### config.mk
export PLATFORM = sky130hd
export DESIGN_NAME = npa_ctrl
export DESIGN_NICKNAME = d
export VERILOG_FILES = /design/src/hdl/npa_pkg.sv /design/src/hdl/npa_ctrl.sv
export SDC_FILE = /design/constraint.sdc
export NUM_CORES = 1
export LEC_CHECK = 0
export ABC_AREA = 1
export BUFFER_PORTS_ARGS = -buffer_cell sky130_fd_sc_hd__buf_2
export CAP_MARGIN = 20
export CORE_AREA = 5 5 42 44
export DETAILED_ROUTE_END_ITERATION = 16
export DIE_AREA = 0 0 47 49
export SLEW_MARGIN = 40
export SYNTH_ARGS = -nofsm -noshare
export SYNTH_HDL_FRONTEND = slang
export SYNTH_SLANG_ARGS = --single-unit
### constraint.sdc
create_clock -name clk -period 2.4 [get_ports clk]
set_clock_uncertainty 0.05 [all_clocks]
set_input_delay 0 -clock clk [delete_from_list [all_inputs] [get_ports clk]]
set_output_delay 0 -clock clk [all_outputs]
set_load 0.1 [all_outputs]
### src/hdl/npa_pkg.sv
package npa_pkg;

	localparam int unsigned POOL_SIZE_DEF = 1024;
	localparam logic [15:0] MIN_PORT_RST = 16'd49152;

	localparam int unsigned PADDR_W = 3;
	localparam logic [PADDR_W-3:0] REG_MIN_PORT = '0;

	localparam logic [1:0] REQ_LOOKUP = 2'd0;
	localparam logic [1:0] REQ_ALLOC = 2'd1;
	localparam logic [1:0] REQ_RELEASE = 2'd2;

	localparam logic [1:0] ST_OK = 2'd0;
	localparam logic [1:0] ST_NOT_FOUND = 2'd1;
	localparam logic [1:0] ST_POOL_EMPTY = 2'd2;

	typedef struct packed {
		logic init_wr;
		logic capture;
		logic exec;
	} cmd_t;

	typedef struct packed {
		logic init_last;
		logic out_busy;
	} sts_t;

endpackage

### src/hdl/npa_ctrl.sv
module npa_ctrl (
	input  logic          clk,
	input  logic          arst_n,
	input  logic          in_valid,
	output logic          in_stall,
	input  npa_pkg::sts_t sts,
	output npa_pkg::cmd_t cmd
);

	typedef enum logic [3:0] {
		S_INIT = 4'b0001,
		S_IDLE = 4'b0010,
		S_READ = 4'b0100,
		S_EXEC = 4'b1000
	} state_t;

	state_t state_q;
	state_t state_d;

	always_comb begin
		state_d = state_q;
		unique case (state_q)
			S_INIT: begin
				if (sts.init_last) begin
					state_d = S_IDLE;
				end
			end
			S_IDLE: begin
				if (in_valid) begin
					state_d = S_READ;
				end
			end
			S_READ: begin
				state_d = S_EXEC;
			end
			S_EXEC: begin
				if (!sts.out_busy) begin
					state_d = S_IDLE;
				end
			end
			default: begin
				state_d = S_INIT;
			end
		endcase
	end

	always_ff @(posedge clk or negedge arst_n) begin
		if (!arst_n) begin
			state_q <= S_INIT;
		end else begin
			state_q <= state_d;
		end
	end

	assign in_stall = (state_q != S_IDLE);
	assign cmd.init_wr = (state_q == S_INIT);
	assign cmd.capture = (state_q == S_IDLE) && in_valid;
	assign cmd.exec = (state_q == S_EXEC) && !sts.out_busy;

endmodule

==> results of run 1 <==
## through the flow
| stage | hold slack (ns) | cell area (µm²) |
|---|---|---|
| floorplan | -0.346 | 239 |
| global placement | -0.245 | 299 |
| detailed placement | -0.243 | 299 |
| CTS | 0.0338 | 355 |
| global route | 0.0537 | 355 |
| finish | 0.0355 | 355 |
## placed cells by master, fill, tap and decap left out
cell type / n
nand3_1: 4
nor2_1: 5
dfstp_2: 1
nand2_1: 7
o21ai_1: 1
inv_1: 2
nand4_1: 1
dlygate4sd3_1: 3
nand3b_1: 1
nor3_2: 1
clkbuf_4: 3
buf_2: 8
clkbuf_1: 1
inv_2: 3
dfrtp_1: 3
nor2_2: 4
## routing by layer
layer,vias up,track usage [%],part of all wire [%],wire length (µm)
met1,104,7.54,44,254
met2,8,8.37,44,254
met3,2,3.69,9.3,53
met5,-,0,0,0
met4,0,2.76,1.7,10
li1,132,-,-,-
## power groups by stage
stage | clock network, mW | logic [mW] | registers [mW]
after detailed placement | 0 | 0.299 | 0.123
after global placement | 0 | 0.299 | 0.122
after global routing | 0.104 | 0.323 | 0.125
after CTS | 0.0963 | 0.303 | 0.122
final | 0.0933 | 0.300 | 0.122
after floorplan | 0 | 0.260 | 0.116
## cell families (layout without fill, tap and decap cells)
logic type             after synthesis  count (layout)
DFF                                  4               4
and+or+nand+nor                     23              23
AOI/OAI and AO/OA                    1               1
buffers and inverters                5              20
## worst reg2reg max path, delay by kind of cell, from the launching register on
family | cells | cell delay, ns
AO/OA/AOI/OAI | 1 | 0.08
AND/OR/NAND/NOR | 3 | 0.24
buffers and inverters | 1 | 0.05
flip-flops | 1 | 0.54
## cell type report
type | count | share of cell area [%]
Multi-Input combinational cell | 24 | 33.5
Sequential cell | 4 | 28.5
Timing Repair Buffer | 11 | 19.7
Clock buffer | 4 | 7.39
Tap cell | 16 | 5.63
Inverter | 5 | 5.28
## final timing paths
kind / slack, ns / to / start
setup / recovery: 0.83 / cmd[1] / state_q[2]
hold / removal: 0.04 / state_q[3] / arst_n
setup reg to reg: 1.31 / state_q[1] / state_q[0]
hold reg to reg: 0.56 / state_q[1] / state_q[3]
max in group asynchronous: 2.06 / state_q[0] / arst_n
min in group clk: 0.04 / state_q[3] / sts[0]
## repair_timing
action                                 in CTS  in global routing
buffers inserted                            0                  0
endpoints found under the hold margin       6                  0
hold buffers                                3                  0
==> out/summary.txt, run 1 <==
status -> finished clean
cell count after placement -> 57
top-count cell post-synth -> nand2_1
Area contributors post-synth -> dfrtp_1 32%, dfstp_2 11%, nand2_1 11%, nor2_1 9.7%, nand3_1 8.6%
layout overhead on the synthesized area -> 53.5%
Distinct cells, synth -> 12
H-Tree Depth -> 1
Max-cap violations -> 0
Root Buffer -> clkbuf_4
DR vias/cell -> 3.84
Syn. warnings -> 0
drt drc -> 0
CTS Sinks -> 4
crit share post-route -> 65.3%
width of the die -> 47 µm
HPWL after DPL -> 450 µm
Layout Utilization -> 25.4%
post-layout min period -> 1.57 ns
EDFF count, synth -> 0
Final Hold Fails -> 0
most common flop cell mapped by yosys -> dfrtp_1
fin nets -> 54
Yosys top cell area share -> 32.4%
Rel. slew slack -> 67.9%
post-CTS resize count -> 0
Worst path most repeated cell -> nor2_2
Hold Path Class -> in2async
setup ws final -> 0.832 ns
RSZ-0062 raised after global routing -> no
dpl ws -> 1.09 ns
number of flip-flops in the largest register -> 4
initial drt markers -> 2
final WL -> 572 µm
Comb pwr share -> 58.3%
Crit Path Max Fanout -> 4
global placer's final weighted congestion -> 0.686
final setup fails -> 0
Final ANT Viol Nets -> 0
# IOs -> 9
Compound-Gate Fraction of Synth Area -> 2.16%
P_sw -> 0.293 mW
area of the core -> 0.00140 mm²
antenna violations before repair -> 0
Final Total Pwr -> 0.515 mW
clock-pin slew on the worst setup and hold paths -> 0.04 ns
setup TNS -> 0 ns
layout cell share with drive strength beyond 1 -> 41.7%
fmax -> 0.638 GHz
Critical Path End Type -> output pin
VDD IR-drop max -> 0.000630 V
largest net degree at the start of global routing -> 6
main combinational cell family by area after synthesis -> simple AND/OR/NAND/NOR gates
Sw Ratio -> 56.8%
worst-path cell chain -> nor2_2, nand3_1, nor2_2, buf_2
Worst Tran Pin Value -> 0.485 ns
Die Height -> 49 µm
post-route insts no fill -> 64
number of iterations in the first detailed-routing pass -> 2
area of the multi-input gates -> 119 µm²
Arr. time, crit path -> 1.52 ns
post-synthesis mux area share -> 0%
Largest Register -> state_q
CP delay by family, top -> simple AND/OR/NAND/NOR gates
wire per inst -> 8.94 µm
Power Density -> 1450 mW/mm²
Syn Nets -> 38
kind of critical path -> reg2out
Synth Register Bits -> 4
number of fill cells -> 166
TritonCTS clock tree -> done
total global-route track usage -> 6.14%
WP buf/inv -> 1
Synth Area in Adders -> 0%
first-pass GRT wire length -> 1.03 mm
cell internal pwr -> 0.222 mW
sequential power share -> 23.6%
Worst-Skew Late Latency -> 0.24 ns
port buffer count -> 8
Synth Instances -> 33
max-slew violation count -> 0
reg2reg path depth -> 5
Levels on crit path -> 4
Starting Density -> 16.5%
die area -> 0.00230 mm²
CP max stage cell -> buf_2
std cell rows -> 14
Seq/Total Area, Yosys -> 43.8%
# diodes -> 0
delay of the slowest critical-path stage -> 0.43 ns
GRT overflow -> 0
Synth area leader -> dfrtp_1
Num CTS Buffers -> 3
post-synthesis simple-gate area fraction -> 45.9%
Setup crit start kind -> flop
largest registers -> state_q: 4 flops
clock power share -> 18.1%
vias after detailed routing -> 246
FF/Latch Area -> 101 µm²
vias in the first global route -> 252
mapped cell area -> 231 µm²
Worst EP required -> 2.35 ns
static leakage -> 0.186 nW
average size of a mapped cell -> 7.01 µm²
CTS max path bufs -> 2
ys async rst share -> 100%
xor/xnor share of the synthesized area -> 0%
list of most frequent post-synthesis cells -> 7 x nand2_1, 6 x nor2_1, 4 x nand3_1
No activity file was read; power rests on OpenSTA's default activity.
==> inputs of run 2 (changes only) <==
- clock period: 2.4 -> 1.35 ns (I/O delays scaled with it)
==> run 2 against run 1 <==
  * Clock power increased by 76%
  * Register-to-register slack got worse by 1.1 ns
  * Utilization increased by 6.9 points
==> out/summary.txt, run 2 (synthesized netlist as in run 1, its figures left out) <==
global placer's final weighted congestion -> 0.695
layout cell share with drive strength beyond 1 -> 52.1%
H-Tree Depth -> 1
Worst-Skew Late Latency -> 0.24 ns
number of iterations in the first detailed-routing pass -> 4
# IOs -> 9
largest registers -> state_q: 4 flops
status -> finished clean
HPWL after DPL -> 482 µm
DR vias/cell -> 3.94
vias in the first global route -> 259
largest net degree at the start of global routing -> 6
Num CTS Buffers -> 3
Arr. time, crit path -> 1.24 ns
max-slew violation count -> 0
clock-pin slew on the worst setup and hold paths -> 0.04 ns
initial drt markers -> 3
Worst Tran Pin Value -> 0.172 ns
GRT overflow -> 0
wire per inst -> 9.03 µm
RSZ-0062 raised after global routing -> yes
Setup crit start kind -> flop
drt drc -> 0
setup TNS -> 0 ns
# diodes -> 0
width of the die -> 47 µm
number of fill cells -> 150
Crit Path Max Fanout -> 4
Hold Path Class -> in2reg
Rel. slew slack -> 88.5%
fmax -> 0.774 GHz
area of the core -> 0.00140 mm²
Layout Utilization -> 32.2%
Final Hold Fails -> 0
number of flip-flops in the largest register -> 4
Power Density -> 2500 mW/mm²
Largest Register -> state_q
Max-cap violations -> 0
Critical Path End Type -> output pin
final WL -> 578 µm
Die Height -> 49 µm
total global-route track usage -> 5.80%
Starting Density -> 16.5%
most common cell after layout, fill and taps aside -> nand2_1
post-layout min period -> 1.29 ns
first-pass GRT wire length -> 917 µm
antenna violations before repair -> 0
Final ANT Viol Nets -> 0
TritonCTS clock tree -> done
CTS Sinks -> 4
final setup fails -> 0
VDD IR-drop max -> 0.000796 V
Worst EP required -> 1.30 ns
CTS max path bufs -> 2
commonest non-fill, non-tap cells in the layout -> 6 x nand2_1, 5 x nor2_1, 4 x buf_2, 4 x buf_12
vias after detailed routing -> 252
port buffer count -> 8
static leakage -> 0.214 nW
fin nets -> 54
layout overhead on the synthesized area -> 95.1%
Root Buffer -> clkbuf_4
crit share post-route -> 95.7%
kind of critical path -> reg2out
die area -> 0.00230 mm²
std cell rows -> 14
[run 2: changes by cell type in the layout (fill, tap and decap cells not counted), sizes merged]
cell and change:
buf +1, dlygate4sd3 -1
[run 2: area by class of cell]
type | instances | area, µm² | area share, %
Inverter | 5 | 18.8 | 4.16
Sequential cell | 4 | 104 | 23.0
Clock buffer | 4 | 26.3 | 5.82
Timing Repair Buffer | 11 | 128 | 28.3
Tap cell | 16 | 20.0 | 4.43
Multi-Input combinational cell | 24 | 155 | 34.3
[run 2: path summary, 6_finish.rpt]
check                      cells past startpoint       start    endpoint  slack, ns
setup / recovery                               4  state_q[2]      cmd[1]       0.06
hold / removal                                 3    in_valid  state_q[2]       0.02
hold reg to reg                                3  state_q[2]  state_q[1]       0.57
setup reg to reg                               6  state_q[0]  state_q[0]       0.17
min in group asynchronous                      2      arst_n  state_q[3]       0.04
max in group asynchronous                      2      arst_n  state_q[0]       1.00
[run 2: stage by stage]
| stage | std cells | power, mW | hold WS [ns] | setup slack [ns] | instance area [µm²] |
|---|---|---|---|---|---|
| 6_report | 64 | 1.13 | 0.0186 | 0.0574 | 452 |
| 5_1_grt | 64 | 1.20 | 0.0315 | -0.00812 | 452 |
| 4_1_cts | 63 | 1.14 | 0.0178 | 0.00651 | 442 |
| 3_5_place_dp | 57 | 0.955 | -0.243 | 0.173 | 395 |
| 3_3_place_gp | 57 | 0.943 | -0.243 | 0.194 | 395 |
| 2_1_floorplan | 33 | 0.733 | -0.346 | -0.171 | 275 |
[run 2: routing by layer]
layer,vias up,track usage (%),part of all wire (%)
met4,0,5.53,0
met1,115,5.79,39
met2,5,8.60,55
met3,0,2.21,5.4
met5,-,0,0
li1,132,-,-
[run 2: where the power goes]
group | switching, mW | internal, mW
registers | 0.0538 | 0.175
clock network | 0.0531 | 0.111
logic | 0.484 | 0.252
total | 0.591 | 0.538
[run 2: worst max-delay path, stage by stage, from the launching register on]
cell	delay, ns
dfrtp_2	0.43
nor2_4	0.16
nand3_4	0.12
nor2_4	0.12
buf_12	0.18
[run 2: repair_timing]
action	in CTS	in global routing
setup buffers	0	1
hold buffers	2	0
hold endpoints to repair	5	0
resized for setup	0	2
endpoints found under the setup margin	0	2
==> inputs of run 3 (changes only) <==
- ABC_AREA: 1 -> unset
==> run 3 against run 2 <==
  * The flow now finishes with violations (negative setup slack)
  * Design area up 21%
  * Clock power up 3%
  * Routed wire length up 31%
  * Sequential power down 21%
  * Worst setup slack worse by 0.079 ns
  * Count of clock-buffer cells in the layout unchanged
  * Via count up 10%
  * Maximum frequency down 5.8%
  * Non-clock buffer count up 8
  * Register-to-register slack worse by 0.16 ns
  * Critical path type unchanged
  * Critical endpoint is now in_stall
==> out/summary.txt, run 3 <==
status -> finished, violations left
failing checks -> negative setup slack
Seq/Total Area, Yosys -> 39.1%
Layout Utilization -> 39.0%
average size of a mapped cell -> 9.96 µm²
worst-path cell chain -> and2b_2, buf_6, nand2_4, buf_12
width of the die -> 47 µm
worst hold margin -> 0.0153 ns
# IOs -> 9
EDFF count, synth -> 0
CP delay by family, top -> flip-flops
total global-route track usage -> 7.62%
Max-cap violations -> 0
port buffer count -> 8
WP buf/inv -> 2
vias after detailed routing -> 278
ys async rst share -> 100%
RSZ-0062 raised after global routing -> yes
CTS Sinks -> 4
Final Hold Fails -> 0
Levels on crit path -> 4
Worst-Skew Late Latency -> 0.24 ns
Synth Instances -> 26
Yosys top cell area share -> 29.0%
Power Density -> 2130 mW/mm²
antenna violations before repair -> 0
delay of the slowest critical-path stage -> 0.52 ns
Arr. time, crit path -> 1.32 ns
Worst Tran Pin Value -> 0.257 ns
CTS max path bufs -> 2
number of flip-flops in the largest register -> 4
Rel. slew slack -> 82.7%
initial drt markers -> 12
Syn Nets -> 31
setup ws final -> -0.0220 ns
kind of critical path -> reg2out
Area contributors post-synth -> dfrtp_1 29%, dfstp_2 10%, and3_2 5.8%, buf_4 5.8%, nor4b_2 5.8%
final setup fails -> 3
# diodes -> 0
post-route insts no fill -> 63
Num CTS Buffers -> 3
Distinct cells, synth -> 18
Synth area leader -> dfrtp_1
mapped cell area -> 259 µm²
top-count cell post-synth -> dfrtp_1
Root Buffer -> clkbuf_4
die area -> 0.00230 mm²
cell count after placement -> 55
drt drc -> 0
Crit Path Max Fanout -> 2
clock-pin slew on the worst setup and hold paths -> 0.04 ns
vias in the first global route -> 300
final WL -> 756 µm
DP Area -> 442 µm²
number of iterations in the first detailed-routing pass -> 2
reg2reg path depth -> 5
post-layout min period -> 1.37 ns
Starting Density -> 18.5%
Die Height -> 49 µm
max-slew violation count -> 0
Largest Register -> state_q
fin nets -> 53
most common cell after layout, fill and taps aside -> buf_4
Final Total Pwr -> 1.17 mW
CP max stage cell -> dfstp_2
Synth Register Bits -> 4
layout overhead on the synthesized area -> 111%
GRT overflow -> 0
DR vias/cell -> 4.41
largest net degree at the start of global routing -> 9
H-Tree Depth -> 1
TritonCTS clock tree -> done
Final ANT Viol Nets -> 0
crit share post-route -> 102%
fin area -> 547 µm²
Hold Path Stages -> 2
Critical Path End Type -> output pin
layout cell share with drive strength beyond 1 -> 70.2%
number of fill cells -> 142
Worst EP required -> 1.30 ns
FF/Latch Area -> 101 µm²
static leakage -> 0.235 nW
fmax -> 0.729 GHz
Hold Path Class -> in2reg
area of the core -> 0.00140 mm²
largest registers -> state_q: 4 flops
global placer's final weighted congestion -> 0.703
wire per inst -> 12.0 µm
Syn. warnings -> 0
most common flop cell mapped by yosys -> dfrtp_1
VDD IR-drop max -> 0.000880 V
std cell rows -> 14
Setup crit start kind -> flop
first-pass GRT wire length -> 1.26 mm
commonest non-fill, non-tap cells in the layout -> 7 x buf_4, 4 x buf_2, 4 x buf_12
area of the multi-input gates -> 203 µm²
run 3: worst paths after layout:
check | slack [ns] | end | start
max | -0.02 | in_stall | state_q[0]
min | 0.02 | state_q[2] | in_valid
max reg2reg | 0.01 | state_q[1] | state_q[0]
min reg2reg | 0.53 | state_q[1] | state_q[2]
max in group asynchronous | 1.00 | state_q[0] | arst_n
min in group asynchronous | 0.04 | state_q[3] | arst_n
run 3: logic make-up after synthesis:
group                  after synthesis  share of synthesized area (%)
buffers and inverters                2                           5.80
AO/OA/AOI/OAI                        6                           14.5
AND/OR/NAND/NOR                     13                           37.2
XOR/XNOR                             1                           3.38
flip-flops                           4                           39.1
run 3: report_power, final:
| part | leakage [nW] | switching [mW] | internal (mW) | total, mW |
|---|---|---|---|---|
| clock network | 0.0150 | 0.0578 | 0.111 | 0.169 |
| logic | 0.169 | 0.462 | 0.355 | 0.816 |
| registers | 0.0511 | 0.0173 | 0.163 | 0.181 |
| total | 0.235 | 0.537 | 0.630 | 1.17 |
run 3: what timing repair did:
action / 4_1_cts / 5_1_grt
gates cloned: 0 / 0
pin swaps: 3 / 1
endpoints found under the setup margin: 4 / 6
gates resized for setup: 10 / 2
buffers inserted: 3 / 0
hold buffers: 1 / 0
endpoints found under the hold margin: 4 / 0
run 3: per-stage QoR:
stage / setup WS [ns] / setup TNS (ns)
floorplan: -0.335 / -0.631
global placement: 0.113 / 0
detailed placement: 0.0961 / 0
CTS: -0.0297 / -0.0651
global route: -0.0587 / -0.226
finish: -0.0220 / -0.0477
run 3: cell type report:
cell class              instances  area share, %
multi-input cells              20           37.1
repair buffers                 19           35.9
flip-flops and latches          4           18.5
clock buffers                   4           4.81
well taps                      16           3.66
run 3: per-layer routing:
metal	wire [µm]	vias to the layer above	global-route usage, %
met5	0	-	0
met4	0	0	2.76
met3	57	0	4.06
met2	358	8	11.5
met1	340	133	8.85
li1	-	137	-
